===== config.mk =====
export PLATFORM = sky130hd
export DESIGN_NAME = ntc_thermistor_table_interp_top
export DESIGN_NICKNAME = d
export VERILOG_FILES = /design/src/hdl/ntc_pkg.sv /design/src/hdl/ntc_thermistor_table_interp_top.sv
export SDC_FILE = /design/constraint.sdc
export NUM_CORES = 1
export LEC_CHECK = 0
export BUFFER_PORTS_ARGS = -buffer_cell sky130_fd_sc_hd__buf_2
export CORE_UTILIZATION = 51
export DETAILED_ROUTE_END_ITERATION = 12
export PLACE_DENSITY_LB_ADDON = 0.08
export SETUP_SLACK_MARGIN = 0.5
export SLEW_MARGIN = 25
export SYNTH_ARGS = -nofsm -noshare
export SYNTH_HDL_FRONTEND = slang
export SYNTH_SLANG_ARGS = --single-unit
export TNS_END_PERCENT = 5

===== constraint.sdc =====
create_clock -name clk -period 14.25 [get_ports clk]
set_input_delay 2.1375 -clock clk [delete_from_list [all_inputs] [get_ports clk]]
set_output_delay 2.1375 -clock clk [all_outputs]
set_load 0.05 [all_outputs]

===== src/hdl/ntc_pkg.sv =====
package ntc_pkg;

	localparam int TABLE_ENTRIES_DEF = 100;
	localparam int CURVE_CONSTANTS   = 100;
	localparam int CODE_W            = 12;
	localparam int CFG_W             = 13;
	localparam int TEMP_W            = 17;
	localparam int SUM_W             = 22;
	localparam int FRAC_W            = 12;
	localparam int REM_W             = 26;
	localparam int SHORT_TEMP_Q8     = 35840;
	localparam int TEMP_MAX_Q8       = 65535;
	localparam int TEMP_MIN_Q8       = -65536;

	localparam logic [12:0] SHORT_THR_RST = 13'd300;
	localparam logic [12:0] OPEN_THR_RST  = 13'd4500;
	localparam logic [7:0]  START_T_RST   = 8'd0;
	localparam logic [3:0]  DPE_RST       = 4'd1;

	typedef enum logic [1:0] {
		ST_NORMAL = 2'd0,
		ST_SHORT  = 2'd1,
		ST_OPEN   = 2'd2
	} status_t;

	typedef enum logic [1:0] {
		CFG_SHORT_THR = 2'd0,
		CFG_OPEN_THR  = 2'd1,
		CFG_START_T   = 2'd2,
		CFG_DPE       = 2'd3
	} cfg_idx_t;

	// micro-ops of the sequencer
	typedef enum logic [2:0] {
		OP_IDLE,
		OP_CLASS,
		OP_PROBE,
		OP_NARROW,
		OP_FETCH,
		OP_DIV_INIT,
		OP_DIV,
		OP_COMPOSE
	} uop_t;

	// jump conditions; jump taken when true, else fall through
	typedef enum logic [2:0] {
		C_NEVER,
		C_ALWAYS,
		C_NSTART,
		C_NOSEARCH,
		C_BRACKETED,
		C_DIV_MORE
	} cond_t;

	typedef logic [2:0] step_t;

	typedef struct packed {
		uop_t  op;
		cond_t cond;
		step_t target;
	} uword_t;

	localparam step_t STEP_IDLE     = 3'd0;
	localparam step_t STEP_CLASS    = 3'd1;
	localparam step_t STEP_PROBE    = 3'd2;
	localparam step_t STEP_NARROW   = 3'd3;
	localparam step_t STEP_FETCH    = 3'd4;
	localparam step_t STEP_DIV_INIT = 3'd5;
	localparam step_t STEP_DIV      = 3'd6;
	localparam step_t STEP_COMPOSE  = 3'd7;
	localparam int    UCODE_LEN     = 8;

	localparam uword_t UCODE [UCODE_LEN] = '{
		'{OP_IDLE,     C_NSTART,    STEP_IDLE},
		'{OP_CLASS,    C_NOSEARCH,  STEP_COMPOSE},
		'{OP_PROBE,    C_BRACKETED, STEP_FETCH},
		'{OP_NARROW,   C_ALWAYS,    STEP_PROBE},
		'{OP_FETCH,    C_NEVER,     STEP_IDLE},
		'{OP_DIV_INIT, C_NEVER,     STEP_IDLE},
		'{OP_DIV,      C_DIV_MORE,  STEP_DIV},
		'{OP_COMPOSE,  C_ALWAYS,    STEP_IDLE}
	};

	localparam logic [11:0] CURVE [CURVE_CONSTANTS] = '{
		12'd3072, 12'd3037, 12'd3002, 12'd2966, 12'd2930,
		12'd2894, 12'd2857, 12'd2819, 12'd2782, 12'd2743,
		12'd2705, 12'd2666, 12'd2627, 12'd2588, 12'd2548,
		12'd2509, 12'd2469, 12'd2429, 12'd2389, 12'd2349,
		12'd2310, 12'd2270, 12'd2230, 12'd2190, 12'd2150,
		12'd2111, 12'd2072, 12'd2032, 12'd1993, 12'd1955,
		12'd1916, 12'd1878, 12'd1841, 12'd1803, 12'd1766,
		12'd1730, 12'd1693, 12'd1658, 12'd1622, 12'd1587,
		12'd1553, 12'd1519, 12'd1486, 12'd1453, 12'd1420,
		12'd1388, 12'd1357, 12'd1326, 12'd1295, 12'd1265,
		12'd1236, 12'd1207, 12'd1179, 12'd1151, 12'd1124,
		12'd1098, 12'd1071, 12'd1046, 12'd1021, 12'd996,
		12'd972,  12'd949,  12'd926,  12'd904,  12'd882,
		12'd860,  12'd839,  12'd819,  12'd799,  12'd779,
		12'd760,  12'd741,  12'd723,  12'd705,  12'd688,
		12'd671,  12'd655,  12'd639,  12'd623,  12'd608,
		12'd593,  12'd578,  12'd564,  12'd550,  12'd537,
		12'd524,  12'd511,  12'd498,  12'd486,  12'd474,
		12'd463,  12'd452,  12'd441,  12'd430,  12'd420,
		12'd410,  12'd400,  12'd390,  12'd381,  12'd372
	};

	// slots past the stored curve repeat its last point
	function automatic logic [11:0] curve_rd(input logic [7:0] idx);
		logic [7:0] i;
		i = (idx >= 8'(CURVE_CONSTANTS)) ? 8'(CURVE_CONSTANTS - 1) : idx;
		return CURVE[i[6:0]];
	endfunction

endpackage


===== src/hdl/ntc_thermistor_table_interp_top.sv =====
// NTC thermistor reading to temperature. Raise start for one cycle while busy is
// low to hand in a 12-bit adc_code; that is one transaction. The block answers with
// exactly one result: done is high for a single cycle with temperature (signed Q9.8
// degrees) and sensor_status (0 normal, 1 shorted, 2 open). The receiver cannot hold
// the result off, so sample it on the done cycle. A shorted or open sensor, or a code
// beyond either end of the curve, goes from classification straight to compose. A code
// inside the curve takes a binary search over the curve table (a probe and a narrowing
// step per halving, at most ceil(log2(TABLE_ENTRIES-1)) halvings, 6 or 7 for 100 entries
// depending on the code), then a fetch of the bracketing entries, divider set-up, a
// shift-subtract division for the 12-bit fraction, and compose. One item is in flight
// at a time; busy is high from the accepting edge until the done cycle. Configuration
// writes go through cfg_we, cfg_index, cfg_data and should only happen while busy is
// low.
module ntc_thermistor_table_interp_top #(
	parameter int TABLE_ENTRIES = ntc_pkg::TABLE_ENTRIES_DEF
) (
	input  logic                              clk,
	input  logic                              arst_n,
	input  logic                              start,
	output logic                              busy,
	input  logic [ntc_pkg::CODE_W-1:0]        adc_code,
	input  logic                              cfg_we,
	input  logic [1:0]                        cfg_index,
	input  logic [ntc_pkg::CFG_W-1:0]         cfg_data,
	output logic                              done,
	output logic signed [ntc_pkg::TEMP_W-1:0] temperature,
	output logic [1:0]                        sensor_status
);
	import ntc_pkg::*;

	localparam int IDX_W  = (TABLE_ENTRIES > 2) ? $clog2(TABLE_ENTRIES) : 1;
	localparam int PROD_W = IDX_W + 4;
	localparam logic [IDX_W-1:0] LAST_IDX = IDX_W'(TABLE_ENTRIES - 1);

	// configuration registers
	logic [12:0]       short_thr_q;
	logic [12:0]       open_thr_q;
	logic signed [7:0] start_t_q;
	logic [3:0]        dpe_q;

	// sequencer
	step_t  pc_q, pc_d;
	uword_t uw;
	logic   cond_hit;

	// datapath
	logic [CODE_W-1:0]  code_q;
	logic [IDX_W-1:0]   lo_q, hi_q, mid_q;
	logic [IDX_W:0]     mid_sum;
	logic [IDX_W-1:0]   mid_w;
	logic [11:0]        probe_q;
	logic [11:0]        num_q, den_q;
	logic [REM_W-1:0]   rem_q, dv_q;
	logic [FRAC_W-1:0]  quot_q;
	logic [3:0]         cnt_q;
	status_t            status_q;

	// classification of the held code
	logic is_short, is_open, is_above, is_below;
	logic [11:0] rom_lo, rom_hi;

	// compose
	logic [PROD_W-1:0]       prod;
	logic signed [SUM_W-1:0] sum_w;
	logic signed [TEMP_W-1:0] temp_w;
	logic [FRAC_W-1:0]       frac_w;

	logic                     done_q;
	logic signed [TEMP_W-1:0] temp_q;
	status_t                  status_out_q;

	assign busy          = (pc_q != STEP_IDLE);
	assign done          = done_q;
	assign temperature   = temp_q;
	assign sensor_status = status_out_q;

	// ---------------- configuration port ----------------
	always_ff @(posedge clk or negedge arst_n) begin
		if (!arst_n) begin
			short_thr_q <= SHORT_THR_RST;
			open_thr_q  <= OPEN_THR_RST;
			start_t_q   <= START_T_RST;
			dpe_q       <= DPE_RST;
		end else if (cfg_we) begin
			unique case (cfg_idx_t'(cfg_index))
				CFG_SHORT_THR: short_thr_q <= cfg_data;
				CFG_OPEN_THR:  open_thr_q  <= cfg_data;
				CFG_START_T:   start_t_q   <= cfg_data[7:0];
				CFG_DPE:       dpe_q       <= cfg_data[3:0];
				default: ;
			endcase
		end
	end

	// ---------------- classification ----------------
	assign is_short = ({1'b0, code_q} <= short_thr_q);
	assign is_open  = ({1'b0, code_q} >= open_thr_q);
	assign is_above = (code_q >= curve_rd(8'd0));
	assign is_below = (code_q <= curve_rd(8'(LAST_IDX)));

	assign mid_sum = {1'b0, lo_q} + {1'b0, hi_q};
	assign mid_w   = mid_sum[IDX_W:1];
	assign rom_lo  = curve_rd(8'(lo_q));
	assign rom_hi  = curve_rd(8'(hi_q));

	// ---------------- sequencer: control word and next step ----------------
	assign uw = UCODE[pc_q];

	always_comb begin
		unique case (uw.cond)
			C_NEVER:     cond_hit = 1'b0;
			C_ALWAYS:    cond_hit = 1'b1;
			C_NSTART:    cond_hit = !start;
			C_NOSEARCH:  cond_hit = is_short || is_open || is_above || is_below;
			C_BRACKETED: cond_hit = ((hi_q - lo_q) <= IDX_W'(1));
			C_DIV_MORE:  cond_hit = (cnt_q != 4'd0);
			default:     cond_hit = 1'b0;
		endcase
	end

	always_comb begin
		pc_d = cond_hit ? uw.target : step_t'(pc_q + 3'd1);
	end

	always_ff @(posedge clk or negedge arst_n) begin
		if (!arst_n) begin
			pc_q <= STEP_IDLE;
		end else begin
			pc_q <= pc_d;
		end
	end

	// ---------------- result compose ----------------
	// fraction only counts on a strictly falling segment with a nonzero offset
	assign frac_w = (num_q != 12'd0 && den_q != 12'd0) ? quot_q : '0;
	assign prod   = PROD_W'(dpe_q) * PROD_W'(lo_q);

	always_comb begin
		sum_w = SUM_W'({{6{start_t_q[7]}}, start_t_q, 8'b0})
			+ $signed(SUM_W'({prod, 8'b0}))
			+ $signed(SUM_W'(frac_w));
		if (sum_w > SUM_W'(TEMP_MAX_Q8)) begin
			temp_w = TEMP_W'(TEMP_MAX_Q8);
		end else if (sum_w < SUM_W'(TEMP_MIN_Q8)) begin
			temp_w = TEMP_W'(TEMP_MIN_Q8);
		end else begin
			temp_w = sum_w[TEMP_W-1:0];
		end
	end

	always_ff @(posedge clk or negedge arst_n) begin
		if (!arst_n) begin
			done_q <= 1'b0;
		end else begin
			done_q <= (uw.op == OP_COMPOSE);
		end
	end

	// ---------------- datapath ----------------
	always_ff @(posedge clk) begin
		unique case (uw.op)
			OP_IDLE: begin
				if (start) begin
					code_q <= adc_code;
				end
			end
			OP_CLASS: begin
				hi_q  <= LAST_IDX;
				num_q <= '0;
				den_q <= '0;
				lo_q  <= (!is_short && !is_open && !is_above && is_below) ? LAST_IDX : '0;
				if (is_short) begin
					status_q <= ST_SHORT;
				end else if (is_open) begin
					status_q <= ST_OPEN;
				end else begin
					status_q <= ST_NORMAL;
				end
			end
			OP_PROBE: begin
				mid_q   <= mid_w;
				probe_q <= curve_rd(8'(mid_w));
			end
			OP_NARROW: begin
				if (probe_q >= code_q) begin
					lo_q <= mid_q;
				end else begin
					hi_q <= mid_q;
				end
			end
			OP_FETCH: begin
				num_q <= rom_lo - code_q;
				den_q <= rom_lo - rom_hi;
			end
			OP_DIV_INIT: begin
				// n = num*dpe*512 + den, divided by 2*den below
				rem_q  <= REM_W'({16'(num_q) * 16'(dpe_q), 9'b0}) + REM_W'(den_q);
				dv_q   <= REM_W'({den_q, 12'b0});
				quot_q <= '0;
				cnt_q  <= 4'(FRAC_W - 1);
			end
			OP_DIV: begin
				if (rem_q >= dv_q) begin
					rem_q  <= rem_q - dv_q;
					quot_q <= {quot_q[FRAC_W-2:0], 1'b1};
				end else begin
					quot_q <= {quot_q[FRAC_W-2:0], 1'b0};
				end
				dv_q  <= dv_q >> 1;
				cnt_q <= cnt_q - 4'd1;
			end
			OP_COMPOSE: begin
				status_out_q <= status_q;
				unique case (status_q)
					ST_SHORT: temp_q <= TEMP_W'(SHORT_TEMP_Q8);
					ST_OPEN:  temp_q <= '0;
					default:  temp_q <= temp_w;
				endcase
			end
			default: ;
		endcase
	end

`ifndef SYNTHESIS
	a_start_busy: assert property (@(posedge clk) disable iff (!arst_n)
		(start && !busy) |=> busy)
		else $error("accepted transaction did not raise busy");

	a_done_after_busy: assert property (@(posedge clk) disable iff (!arst_n)
		done |-> ($past(busy) && !busy))
		else $error("result strobe without a transaction in flight");

	a_open_zero: assert property (@(posedge clk) disable iff (!arst_n)
		(done && sensor_status == ST_OPEN) |-> (temperature == '0))
		else $error("open sensor result carries a temperature");
`endif

endmodule


After elaboration in Yosys (flattened, before gate mapping)
Memory sizes are Yosys's and may differ from the RTL's. A register that Yosys moved wholly into a read port is not among the register bits.
Cells that the tools add are included.

storage, ports and cells
  bits in registers = 188
  memory bits (read-only) = 4680
  input bits = 31
  output and inout bits = 21
  logic and storage cells = 131
  memories kept = 4

operators by class
  $add $sub $neg = 10
  multipliers = 2
  order comparisons = 15
  eq/ne operators = 20
  mux-type cells = 29
  bitwise operators = 4
  reductions and logical operators = 28

memories
  name              depth  bits a word  read ports  clocked after Yosys merged registers in  wr ports  RTL line                                RTL
  (name not given)  128    12           1           1                                        0         ntc_pkg.sv:111                          return CURVE[i[6:0]];
  (name not given)  128    12           1           0                                        0         ntc_pkg.sv:111
  (name not given)  128    12           1           0                                        0         ntc_pkg.sv:111
  (name not given)  8      9            1           0                                        0         ntc_thermistor_table_interp_top.sv:107  assign uw = UCODE[pc_q];

operator list
  cell                                                           count
  one-hot mux 26 bit (2 select lines)                            2
  one-hot mux 12 bit (2 select lines)                            3
  two-way mux 12 bit                                             5
  two-way mux 7 bit                                              6
  two-way mux 17 bit                                             2
  one-hot mux 17 bit (2 select lines)                            1
  one-hot mux 7 bit (2 select lines)                             2
  adder 25 x 12 -> 26 bit                                        1
  >= comparator 26 bit                                           1
  two-way mux 26 bit                                             1
  subtractor 26 bit                                              1
  inverter 7 -> 8 bit                                            3
  nonzero test 12 bit                                            2
  subtractor 12 bit                                              2
  adder 21 x 13 -> 22 bit                                        1
  > comparator 22 x 17 -> 1 bit (second input constant)          1
  less-than comparator 22 x 17 -> 1 bit (second input constant)  1
  adder 16 x 20 -> 21 bit                                        1
  >= comparator 7 bit (second input constant)                    3
  == test 3 bit (second input constant)                          6
  two-way mux 9 bit                                              2
  >= comparator 8 bit (second input constant)                    2
  multiplier 12 x 4 -> 16 bit                                    1
  AND reduction 2 bit                                            8
  other kinds (31)                                               50

Depth between registers and ports, before layout
Gate-level depths: netlist of run 1.

  depth in word-level cells = 8
  depth in mapped cells = 28
  depth with buffers taken out = 24

Least setup slack after synthesis of run 1
No wires, ideal clock.

  kind = flip-flop to flip-flop
  start = register lo_q[2]
  end = register temp_q[0] (netlist: temperature[0]) (data pin)
  library setup time = 0.254 ns
  arrival time = 6.098 ns
  required time = 13.996 ns
  path slack = 7.898 ns
  stages on the path, launching flop included = 24
  path buffers = 5
  period minus slack after synthesis = 6.352 ns
  cell sequence = edfxtp_1 > clkbuf_1 > clkbuf_1 > clkbuf_1 > clkbuf_1 > nand2_1 > fa_1 > fa_1 > inv_1 > ha_1 > a21o_1 > a21oi_1 > xnor2_1 > ha_1 > ha_1 > and2_1 > a31o_1 > or4_1 > a31o_1 > a311oi_2 > o41ai_4 > and2_1 > buf_4 > a21o_1

on the way
  cells in the longest elaborated chain, start to end = 7
  elaborated cells between the ends (all ways) = 8
  classes of those cells = add/sub (2); mul (1); order compare (2); mux (3)

ends and longest elaborated chain
  element                                  RTL line                                RTL
  from (decl)                              ntc_thermistor_table_interp_top.sv:48   logic [IDX_W-1:0] lo_q, hi_q, mid_q;
  from (signal assigned)                   ntc_thermistor_table_interp_top.sv:171  lo_q <= (!is_short && !is_open && !is_above && is_below) ? LAST_IDX : '0;
  from (signal assigned)                   ntc_thermistor_table_interp_top.sv:186  lo_q <= mid_q;
  multiplier 4 x 7 -> 11 bit (*)           ntc_thermistor_table_interp_top.sv:136  assign prod = PROD_W'(dpe_q) * PROD_W'(lo_q);
  adder 16 x 20 -> 21 bit (*)              ntc_thermistor_table_interp_top.sv:140  + $signed(SUM_W'({prod, 8'b0}))
  adder 21 x 13 -> 22 bit (*)              ntc_thermistor_table_interp_top.sv:141  + $signed(SUM_W'(frac_w));
  less-than comparator 22 x 17 -> 1 bit    ntc_thermistor_table_interp_top.sv:144  end else if (sum_w < SUM_W'(TEMP_MIN_Q8)) begin
  two-way mux 17 bit                       ntc_thermistor_table_interp_top.sv:144
  two-way mux 17 bit (*)                   ntc_thermistor_table_interp_top.sv:142  if (sum_w > SUM_W'(TEMP_MAX_Q8)) begin
  one-hot mux 17 bit (2 select lines) (*)  ntc_thermistor_table_interp_top.sv:214  unique case (status_q)
  to (signal assigned)                     ntc_thermistor_table_interp_top.sv:215  ST_SHORT: temp_q <= TEMP_W'(SHORT_TEMP_Q8);
  to (signal assigned)                     ntc_thermistor_table_interp_top.sv:217  default: temp_q <= temp_w;
  to (decl)                                ntc_thermistor_table_interp_top.sv:69   logic signed [TEMP_W-1:0] temp_q;

Mark *: on every way between the ends. The rest lies on a longest branch, timed or not.
A chain may end at the register's enable or synchronous reset.

Worst setup path after layout of run 1
  start = register lo_q[1]
  end = register temp_q[10] (netlist: temperature[10]) (data pin)

Same word-level chain as after synthesis.

==> results of run 1 <==
cells in the final DEF, fill, tap and decap left out, types with 27 or more instances in the layout:
master                     netlist  routed
sky130_fd_sc_hd__dfrtp_1        32      32
sky130_fd_sc_hd__nor3_1         48      48
sky130_fd_sc_hd__a21oi_1       161     161
sky130_fd_sc_hd__o211ai_1       27      27
sky130_fd_sc_hd__buf_4           4      28
sky130_fd_sc_hd__buf_2          20      50
sky130_fd_sc_hd__nand2b_1       31      31
sky130_fd_sc_hd__a211oi_1       45      45
sky130_fd_sc_hd__nor2_1        170     168
sky130_fd_sc_hd__edfxtp_1      156     156
sky130_fd_sc_hd__xnor2_1        52      52
sky130_fd_sc_hd__ha_1          185     185
sky130_fd_sc_hd__and2_1         58      58
sky130_fd_sc_hd__inv_1         169     169
sky130_fd_sc_hd__xor2_1         27      27
sky130_fd_sc_hd__nand3_1        35      35
sky130_fd_sc_hd__a31oi_1        35      34
sky130_fd_sc_hd__fa_1           41      41
sky130_fd_sc_hd__nor2b_1        27      27
sky130_fd_sc_hd__nand2_1       259     257
sky130_fd_sc_hd__o21ai_0       179     178
sky130_fd_sc_hd__a21o_1         48      48
sky130_fd_sc_hd__and3_1         29      29
sky130_fd_sc_hd__mux2_2         30      30
cells by family after synthesis:
| logic type | count (synthesis) | share of synthesized area [%] |
|---|---|---|
| compound gates | 733 | 24.46 |
| xor+xnor | 81 | 3.627 |
| fa+ha+maj | 226 | 15.70 |
| buf+inv | 328 | 6.409 |
| flops | 198 | 28.78 |
| mux | 47 | 2.863 |
| simple gates | 754 | 18.17 |
worst reg2reg max path: cells and delay by family, from the launching register on:
| family | cells | cell delay, ns |
|---|---|---|
| AOI/OAI and AO/OA | 8 | 2.31 |
| xor gates and xnor gates | 1 | 0.17 |
| adders and majority gates | 5 | 1.99 |
| buffers and inverters | 1 | 0.07 |
| DFF | 1 | 0.73 |
| and+or+nand+nor | 3 | 0.87 |
sequential cells by signal, summed over array words and instances (netlist names), 8 cells and up:
register	count
den_q	12
code_q	12
dv_q	24
short_thr_q	13
open_thr_q	13
start_t_q	8
temperature	17
rem_q	26
num_q	12
probe_q	12
quot_q	12
path summary, 6_finish.rpt:
| path | start | end | slack (ns) | cells after the start |
|---|---|---|---|---|
| worst max-delay path | lo_q[1]$_DFFE_PP_ | temperature[10]$_DFFE_PP_ | 7.86 | 18 |
| max in group asynchronous | arst_n | open_thr_q[8]$_DFFE_PN1P_ | 12.24 | 1 |
| worst min-delay path | short_thr_q[3]$_DFFE_PN1P_ | short_thr_q[3]$_DFFE_PN1P_ | 0.51 | 2 |
| worst min register to register | short_thr_q[3]$_DFFE_PN1P_ | short_thr_q[3]$_DFFE_PN1P_ | 0.51 | 2 |
| min in group asynchronous | arst_n | open_thr_q[10]$_DFFE_PN0P_ | 1.61 | 1 |
| worst max register to register | lo_q[1]$_DFFE_PP_ | temperature[10]$_DFFE_PP_ | 7.86 | 18 |
synthesized netlist by cell type (all sizes together), types with 24 or more instances:
| master | number | share of area (%) |
|---|---|---|
| nand2 | 261 | 4.9 |
| ha | 185 | 12 |
| o21ai | 182 | 4.6 |
| inv | 174 | 3.3 |
| nor2 | 171 | 3.2 |
| a21oi | 162 | 4.1 |
| edfxtp | 156 | 23 |
| clkbuf | 114 | 2.1 |
| and2 | 59 | 1.8 |
| xnor2 | 54 | 2.4 |
| nor3 | 49 | 1.3 |
| a21o | 48 | 1.8 |
| a211oi | 45 | 1.7 |
| fa | 41 | 4.1 |
| nand3 | 36 | 0.96 |
| a31oi | 35 | 1.1 |
| buf | 35 | 0.90 |
| dfrtp | 32 | 4.0 |
| mux2 | 31 | 1.7 |
| nand2b | 31 | 0.97 |
| and3 | 29 | 0.91 |
| nor2b | 27 | 0.85 |
| o211ai | 27 | 1.0 |
| xor2 | 27 | 1.2 |
| o21a | 24 | 0.90 |
through the flow:
stage          instance area (sq um)  setup WS [ns]  hold WS [ns]  instances
2_1_floorplan                  19970          7.898        0.4264       2367
3_3_place_gp                   20500          7.996        0.4865       2814
3_5_place_dp                   20500          7.798        0.4955       2814
4_1_cts                        21150          7.777        0.5130       2846
5_1_grt                        21160          7.448        0.5278       2846
6_report                       21160          7.862        0.5096       2846
routing by layer:
| metal | track usage [%] | vias to the layer above |
|---|---|---|
| met5 | 0 | - |
| met4 | 8.595 | 0 |
| li1 | - | 8529 |
| met3 | 4.973 | 101 |
| met2 | 46.18 | 691 |
| met1 | 40.10 | 8649 |
layout make-up:
cell class | count | area, sq um | area share (%)
multi-input combinational | 1841 | 12990 | 61.38
sequential | 198 | 5748 | 27.17
inverter | 179 | 671.9 | 3.176
tap | 518 | 648.1 | 3.063
timing repair buffer | 78 | 460.4 | 2.176
clock buffer | 18 | 439.2 | 2.076
clock inverter | 14 | 203.9 | 0.9639
==> impl_metrics.prom, run 1 <==
# TYPE chip_impl_metric gauge
chip_impl_info{name="outcome",value="finished clean"} 1
chip_impl_metric{name="drcViolationCount",unit=""} 0
chip_impl_metric{name="grt_first_pass_wirelength",unit="microns"} 90700
chip_impl_metric{name="period_needed",unit="ns"} 6.388
chip_impl_metric{name="fin_setup_tns",unit="ns"} 0
chip_impl_metric{name="place.gp.congestion",unit=""} 0.9291
chip_impl_metric{name="timing_worst_slew_pin_value",unit="ns"} 0.8734
chip_impl_info{name="worstSetupEndpointType",value="flip-flop"} 1
chip_impl_metric{name="drt-initial-drc-count",unit=""} 1614
chip_impl_metric{name="critPathBufInv",unit=""} 1
chip_impl_metric{name="numCtsBuffers",unit=""} 17
chip_impl_metric{name="yosys_warnings",unit=""} 0
chip_impl_info{name="worst_path_most_repeated_cell",value="sky130_fd_sc_hd__ha_1"} 1
chip_impl_metric{name="fillerInstances",unit=""} 3555
chip_impl_metric{name="synth_fp_nets",unit=""} 2624
chip_impl_metric{name="final_core_utilization",unit="%"} 54.75
chip_impl_metric{name="report.final.setup_viol",unit=""} 0
chip_impl_metric{name="cts_hold_buffers",unit=""} 0
chip_impl_info{name="setup.worst_path.class",value="flip-flop to flip-flop"} 1
chip_impl_metric{name="postRouteWirelength",unit="microns"} 56990
chip_impl_metric{name="synth-edff-count",unit=""} 156
chip_impl_metric{name="max_cap_check_violation_count",unit=""} 0
chip_impl_metric{name="cts-root-to-sink-buffers",unit=""} 2
chip_impl_metric{name="dr_total_vias",unit=""} 17970
chip_impl_info{name="cts_tree",value="done"} 1
chip_impl_metric{name="nets",unit=""} 2572
chip_impl_metric{name="yosysSeqAreaShare",unit="%"} 28.78
chip_impl_info{name="grt_setup_unrepaired",value="false"} 1
chip_impl_metric{name="post_cts_resized",unit=""} 0
chip_impl_metric{name="crit_path_max_incr_delay",unit="ns"} 0.73
chip_impl_metric{name="timing_max_transition_violations_final",unit=""} 0
chip_impl_info{name="critical_path.startpoint_type",value="flip-flop"} 1
chip_impl_metric{name="ys_ff_latch",unit=""} 198
chip_impl_metric{name="fp.dieW",unit="microns"} 199.9
chip_impl_metric{name="initial_core_util",unit="%"} 51.68
chip_impl_metric{name="diodes",unit=""} 0
chip_impl_metric{name="first_pass_iters",unit=""} 6
chip_impl_metric{name="pin_count_of_the_biggest_net_entering_global_routing",unit=""} 72
chip_impl_metric{name="syn_avg_cell_area",unit="sq um"} 8.438
chip_impl_metric{name="crit_fanout",unit=""} 15
chip_impl_metric{name="post-route-period-util",unit="%"} 44.83
chip_impl_metric{name="detailroute.wirelength.met3",unit="microns"} 3526
chip_impl_metric{name="layout-drive-gt1-share",unit="%"} 8.677
chip_impl_metric{name="grt_pass1_vias",unit=""} 16790
chip_impl_metric{name="area_delta_synth_final",unit="%"} 5.933
chip_impl_metric{name="global_route.usage.total",unit="%"} 28.96
chip_impl_metric{name="port_buffers",unit=""} 51
chip_impl_metric{name="core",unit="sq mm"} 0.03865
chip_impl_metric{name="die_area",unit="sq mm"} 0.03996
chip_impl_metric{name="core.rowCount",unit=""} 72
chip_impl_metric{name="synthDistinctLibCells",unit=""} 97
chip_impl_metric{name="drt-met1-wl",unit="microns"} 26060
chip_impl_metric{name="clock_skew",unit="ns"} 0.01522
chip_impl_metric{name="h-tree-depth",unit=""} 4
chip_impl_info{name="cts.root.buffer_cell",value="sky130_fd_sc_hd__clkbuf_16"} 1
chip_impl_info{name="postSynth.topFlopCell",value="sky130_fd_sc_hd__edfxtp_1"} 1
chip_impl_metric{name="report.final.hold_viol_count",unit=""} 0
chip_impl_metric{name="worst_ep_required_time",unit="ns"} 14.49
chip_impl_metric{name="worstPathArrival",unit="ns"} 6.63
chip_impl_metric{name="synthesis.area",unit="sq mm"} 0.01997
chip_impl_metric{name="average_vias_per_placed_instance",unit=""} 6.314
chip_impl_metric{name="slew_headroom",unit="%"} 41.63
chip_impl_info{name="hp-class",value="flip-flop to flip-flop"} 1
chip_impl_metric{name="async_flop_share",unit="%"} 21.21
chip_impl_metric{name="worstSkewPairLatency",unit="ns"} 0.50
chip_impl_info{name="highest_layer",value="met4"} 1
chip_impl_metric{name="fp.dieH",unit="microns"} 199.9
chip_impl_metric{name="antenna_violating_nets_post_route",unit=""} 0
chip_impl_metric{name="sinks_on_the_clock_net",unit=""} 198
chip_impl_metric{name="dr_wl_met2",unit="microns"} 26170
chip_impl_metric{name="dp_hpwl",unit="microns"} 41300
chip_impl_metric{name="clock.fmax",unit="MHz"} 156.5
chip_impl_info{name="cpMaxStageDelayCell",value="sky130_fd_sc_hd__edfxtp_1"} 1
chip_impl_info{name="path_cells",value="nand2_1, fa_1, fa_1, inv_1, ha_1, a21o_1, a21oi_1, xnor2_1, ha_1, ha_1, and2_1, a31o_1, or4_1, a31o_1, a311oi_2, a41oi_2, a21oi_1, o21ai_0"} 1
chip_impl_metric{name="path_clk_slew",unit="ns"} 0.08
chip_impl_metric{name="global_route.overflow_total",unit=""} 0
chip_impl_metric{name="detail_route.wl_per_cell",unit="microns"} 20.02
chip_impl_info{name="critPathTopFamily",value="compound AO/OA/AOI/OAI gates"} 1
chip_impl_metric{name="ios",unit=""} 52
chip_impl_metric{name="grt_antenna_before_repair",unit=""} 0
chip_impl_metric{name="postCtsSetupBuffers",unit=""} 0
chip_impl_metric{name="synthCells",unit=""} 2367
Power of run 1 is not shown: default switching activity piles up to over one toggle a cycle in this logic, so the estimate is an artifact.
==> inputs of run 2 (changes only) <==
- clock period: 14.25 -> 6.35 ns (I/O delays scaled with it)
==> run 2 against run 1 <==
Net effect:
- critical path depth is 3 higher
- utilization is 0.51 points higher
- critical path type unchanged
- highest routed layer unchanged
- via count is 0.55% higher
- fmax is 12% higher
- sequential share of layout area is 0.25 points lower
- clock skew is 0.0042 ns lower
- register-to-register slack worse by 7.2 ns
- final cell count is 0.95% higher
==> impl_metrics.prom, run 2 (synthesized netlist as in run 1, its figures left out) <==
# TYPE chip_impl_metric gauge
chip_impl_info{name="outcome",value="finished clean"} 1
chip_impl_info{name="grt_setup_unrepaired",value="true"} 1
chip_impl_metric{name="die_area",unit="sq mm"} 0.03996
chip_impl_metric{name="global_route.overflow_total",unit=""} 0
chip_impl_info{name="layout_commonest_cell",value="sky130_fd_sc_hd__nand2_1"} 1
chip_impl_metric{name="average_vias_per_placed_instance",unit=""} 6.289
chip_impl_info{name="most_used_cells_in_the_layout_excluding_fill_and_tap_cells",value="sky130_fd_sc_hd__nand2_1 (258), sky130_fd_sc_hd__ha_1 (185), sky130_fd_sc_hd__o21ai_0 (178)"} 1
chip_impl_metric{name="drt-initial-drc-count",unit=""} 2053
chip_impl_metric{name="grt_pass1_vias",unit=""} 16710
chip_impl_metric{name="timing_worst_slew_pin_value",unit="ns"} 0.9384
chip_impl_metric{name="slew_headroom",unit="%"} 37.29
chip_impl_metric{name="sequential_cell_area_in_the_final_layout",unit="sq mm"} 0.005748
chip_impl_metric{name="cts-root-to-sink-buffers",unit=""} 2
chip_impl_metric{name="cp_num_cells",unit=""} 21
chip_impl_metric{name="critPathBufInv",unit=""} 4
chip_impl_metric{name="ios",unit=""} 52
chip_impl_info{name="registers.top_by_ff_count",value="rem_q"} 1
chip_impl_metric{name="fin_setup_tns",unit="ns"} 0
chip_impl_metric{name="nets",unit=""} 2599
chip_impl_info{name="hp-class",value="primary input to asynchronous set/reset pin"} 1
chip_impl_info{name="critical_path.startpoint_type",value="flip-flop"} 1
chip_impl_metric{name="period_needed",unit="ns"} 5.701
chip_impl_metric{name="fp.dieW",unit="microns"} 199.9
chip_impl_metric{name="core",unit="sq mm"} 0.03865
chip_impl_metric{name="clock.fmax",unit="MHz"} 175.4
chip_impl_metric{name="diodes",unit=""} 0
chip_impl_metric{name="initial_core_util",unit="%"} 51.68
chip_impl_metric{name="crit_path_max_incr_delay",unit="ns"} 0.54
chip_impl_metric{name="worstSkewPairLatency",unit="ns"} 0.46
chip_impl_metric{name="dp_hpwl",unit="microns"} 41440
chip_impl_metric{name="worst_ep_required_time",unit="ns"} 6.57
chip_impl_metric{name="post-route-period-util",unit="%"} 89.78
chip_impl_metric{name="grt_first_pass_wirelength",unit="microns"} 90090
chip_impl_metric{name="report.final.setup_viol",unit=""} 0
chip_impl_metric{name="antenna_violating_nets_post_route",unit=""} 0
chip_impl_metric{name="max_cap_check_violation_count",unit=""} 0
chip_impl_metric{name="first_pass_iters",unit=""} 6
chip_impl_metric{name="global_route.usage.total",unit="%"} 28.55
chip_impl_metric{name="final_core_utilization",unit="%"} 55.26
chip_impl_metric{name="clock_skew",unit="ns"} 0.01105
chip_impl_metric{name="cts_hold_buffers",unit=""} 0
chip_impl_info{name="critPathTopFamily",value="adder cells"} 1
chip_impl_metric{name="h-tree-depth",unit=""} 4
chip_impl_metric{name="path_clk_slew",unit="ns"} 0.08
chip_impl_metric{name="place.gp.congestion",unit=""} 0.9578
chip_impl_metric{name="worstRegToRegCells",unit=""} 21
chip_impl_info{name="cpMaxStageDelayCell",value="sky130_fd_sc_hd__fa_1"} 1
chip_impl_metric{name="grt_antenna_before_repair",unit=""} 0
chip_impl_info{name="setup.worst_path.class",value="flip-flop to flip-flop"} 1
chip_impl_info{name="path_cells",value="buf_6, nand2_1, fa_1, fa_1, inv_1, ha_1, a21o_1, a21oi_2, xnor2_1, ha_1, ha_1, and2_1, a31o_1, or4_4, a31o_1, a311oi_4, buf_12, o41ai_4, buf_4, and2_2, a21o_1"} 1
chip_impl_metric{name="area_of_the_multi_input_gates",unit="sq mm"} 0.01301
chip_impl_info{name="worstSetupEndpointType",value="flip-flop"} 1
chip_impl_metric{name="fillerInstances",unit=""} 3504
chip_impl_metric{name="crit_fanout",unit=""} 15
chip_impl_metric{name="worstPathArrival",unit="ns"} 5.92
chip_impl_metric{name="detail_route.wl_per_cell",unit="microns"} 19.66
chip_impl_metric{name="postRouteWirelength",unit="microns"} 56500
chip_impl_metric{name="port_buffers",unit=""} 51
chip_impl_metric{name="core.rowCount",unit=""} 72
chip_impl_info{name="cts_tree",value="done"} 1
chip_impl_metric{name="numCtsBuffers",unit=""} 17
chip_impl_metric{name="drcViolationCount",unit=""} 0
chip_impl_metric{name="pin_count_of_the_biggest_net_entering_global_routing",unit=""} 72
chip_impl_metric{name="largest_register_ffs",unit=""} 26
chip_impl_metric{name="report.final.hold_viol_count",unit=""} 0
chip_impl_info{name="cts.root.buffer_cell",value="sky130_fd_sc_hd__clkbuf_16"} 1
chip_impl_metric{name="sinks_on_the_clock_net",unit=""} 198
chip_impl_metric{name="holdWs",unit="ns"} 0.4888
chip_impl_info{name="worst_path_most_repeated_cell",value="sky130_fd_sc_hd__ha_1"} 1
chip_impl_metric{name="fp.dieH",unit="microns"} 199.9
chip_impl_metric{name="dr_total_vias",unit=""} 18070
chip_impl_metric{name="layout-drive-gt1-share",unit="%"} 9.851
chip_impl_metric{name="timing_max_transition_violations_final",unit=""} 0
chip_impl_metric{name="area_delta_synth_final",unit="%"} 6.922
run 2: cell count changes in the layout (fill, tap and decap cells not counted), sizes merged:
| cell | change |
|---|---|
| buf | +27 |
| clkinv | -4 |
| inv | +4 |
| bufinv | -2 |
| clkbuf | +2 |
run 2: path summary, 6_finish.rpt:
path	slack [ns]	startpoint	to
min in group clk	0.51	start_t_q[3]$_DFFE_PN0P_	start_t_q[3]$_DFFE_PN0P_
max reg2reg	0.65	dpe_q[1]$_DFFE_PN0P_	temperature[2]$_SDFFCE_PP0P_
min	0.49	arst_n	open_thr_q[9]$_DFFE_PN0P_
max in group asynchronous	5.48	arst_n	short_thr_q[3]$_DFFE_PN1P_
max	0.65	dpe_q[1]$_DFFE_PN0P_	temperature[2]$_SDFFCE_PP0P_
min reg2reg	0.51	start_t_q[3]$_DFFE_PN0P_	start_t_q[3]$_DFFE_PN0P_
run 2: what timing repair did:
item	4_1_cts	5_1_grt
buffers inserted	0	4
endpoints found under the setup margin	0	23
gates resized for setup	0	10
run 2: final cells by class:
type | count | share of cell area (%)
Multi-Input combinational cell | 1841 | 60.92
Sequential cell | 198 | 26.92
Timing Repair Buffer | 105 | 3.181
Inverter | 179 | 3.146
Tap cell | 518 | 3.035
Clock buffer | 20 | 2.344
Clock inverter | 12 | 0.4570
run 2: metrics by stage:
step	std cells	area [sq um]	setup WS (ns)
2_1_floorplan	2367	19990	0.5049
3_3_place_gp	2837	20670	0.5167
3_5_place_dp	2837	20670	0.5469
4_1_cts	2869	21270	0.5240
5_1_grt	2873	21360	0.4164
6_report	2873	21360	0.6487
run 2: worst reg2reg max path, stage by stage, from the launching register on:
cell                       delay (ns)
sky130_fd_sc_hd__dfrtp_1         0.42
sky130_fd_sc_hd__buf_6           0.18
sky130_fd_sc_hd__nand2_1         0.08
sky130_fd_sc_hd__fa_1            0.47
sky130_fd_sc_hd__fa_1            0.54
sky130_fd_sc_hd__inv_1           0.06
sky130_fd_sc_hd__ha_1            0.29
sky130_fd_sc_hd__a21o_1          0.19
sky130_fd_sc_hd__a21oi_2         0.18
sky130_fd_sc_hd__xnor2_1         0.15
sky130_fd_sc_hd__ha_1            0.26
sky130_fd_sc_hd__ha_1            0.37
sky130_fd_sc_hd__and2_1          0.18
sky130_fd_sc_hd__a31o_1          0.21
sky130_fd_sc_hd__or4_4           0.52
sky130_fd_sc_hd__a31o_1          0.27
sky130_fd_sc_hd__a311oi_4        0.28
sky130_fd_sc_hd__buf_12          0.15
sky130_fd_sc_hd__o41ai_4         0.06
sky130_fd_sc_hd__buf_4           0.18
sky130_fd_sc_hd__and2_2          0.24
sky130_fd_sc_hd__a21o_1          0.19
run 2: routing by layer:
metal / part of all wire, % / vias up / global-route usage [%] / wire length [microns]
met5: 0 / - / 0 / 0
met4: 3.4 / 0 / 11.20 / 1929
met3: 7.1 / 127 / 4.519 / 4028
met2: 45 / 790 / 44.86 / 25390
met1: 45 / 8558 / 39.28 / 25150
li1: - / 8594 / - / -
Power of run 2 is left out for the same reason.
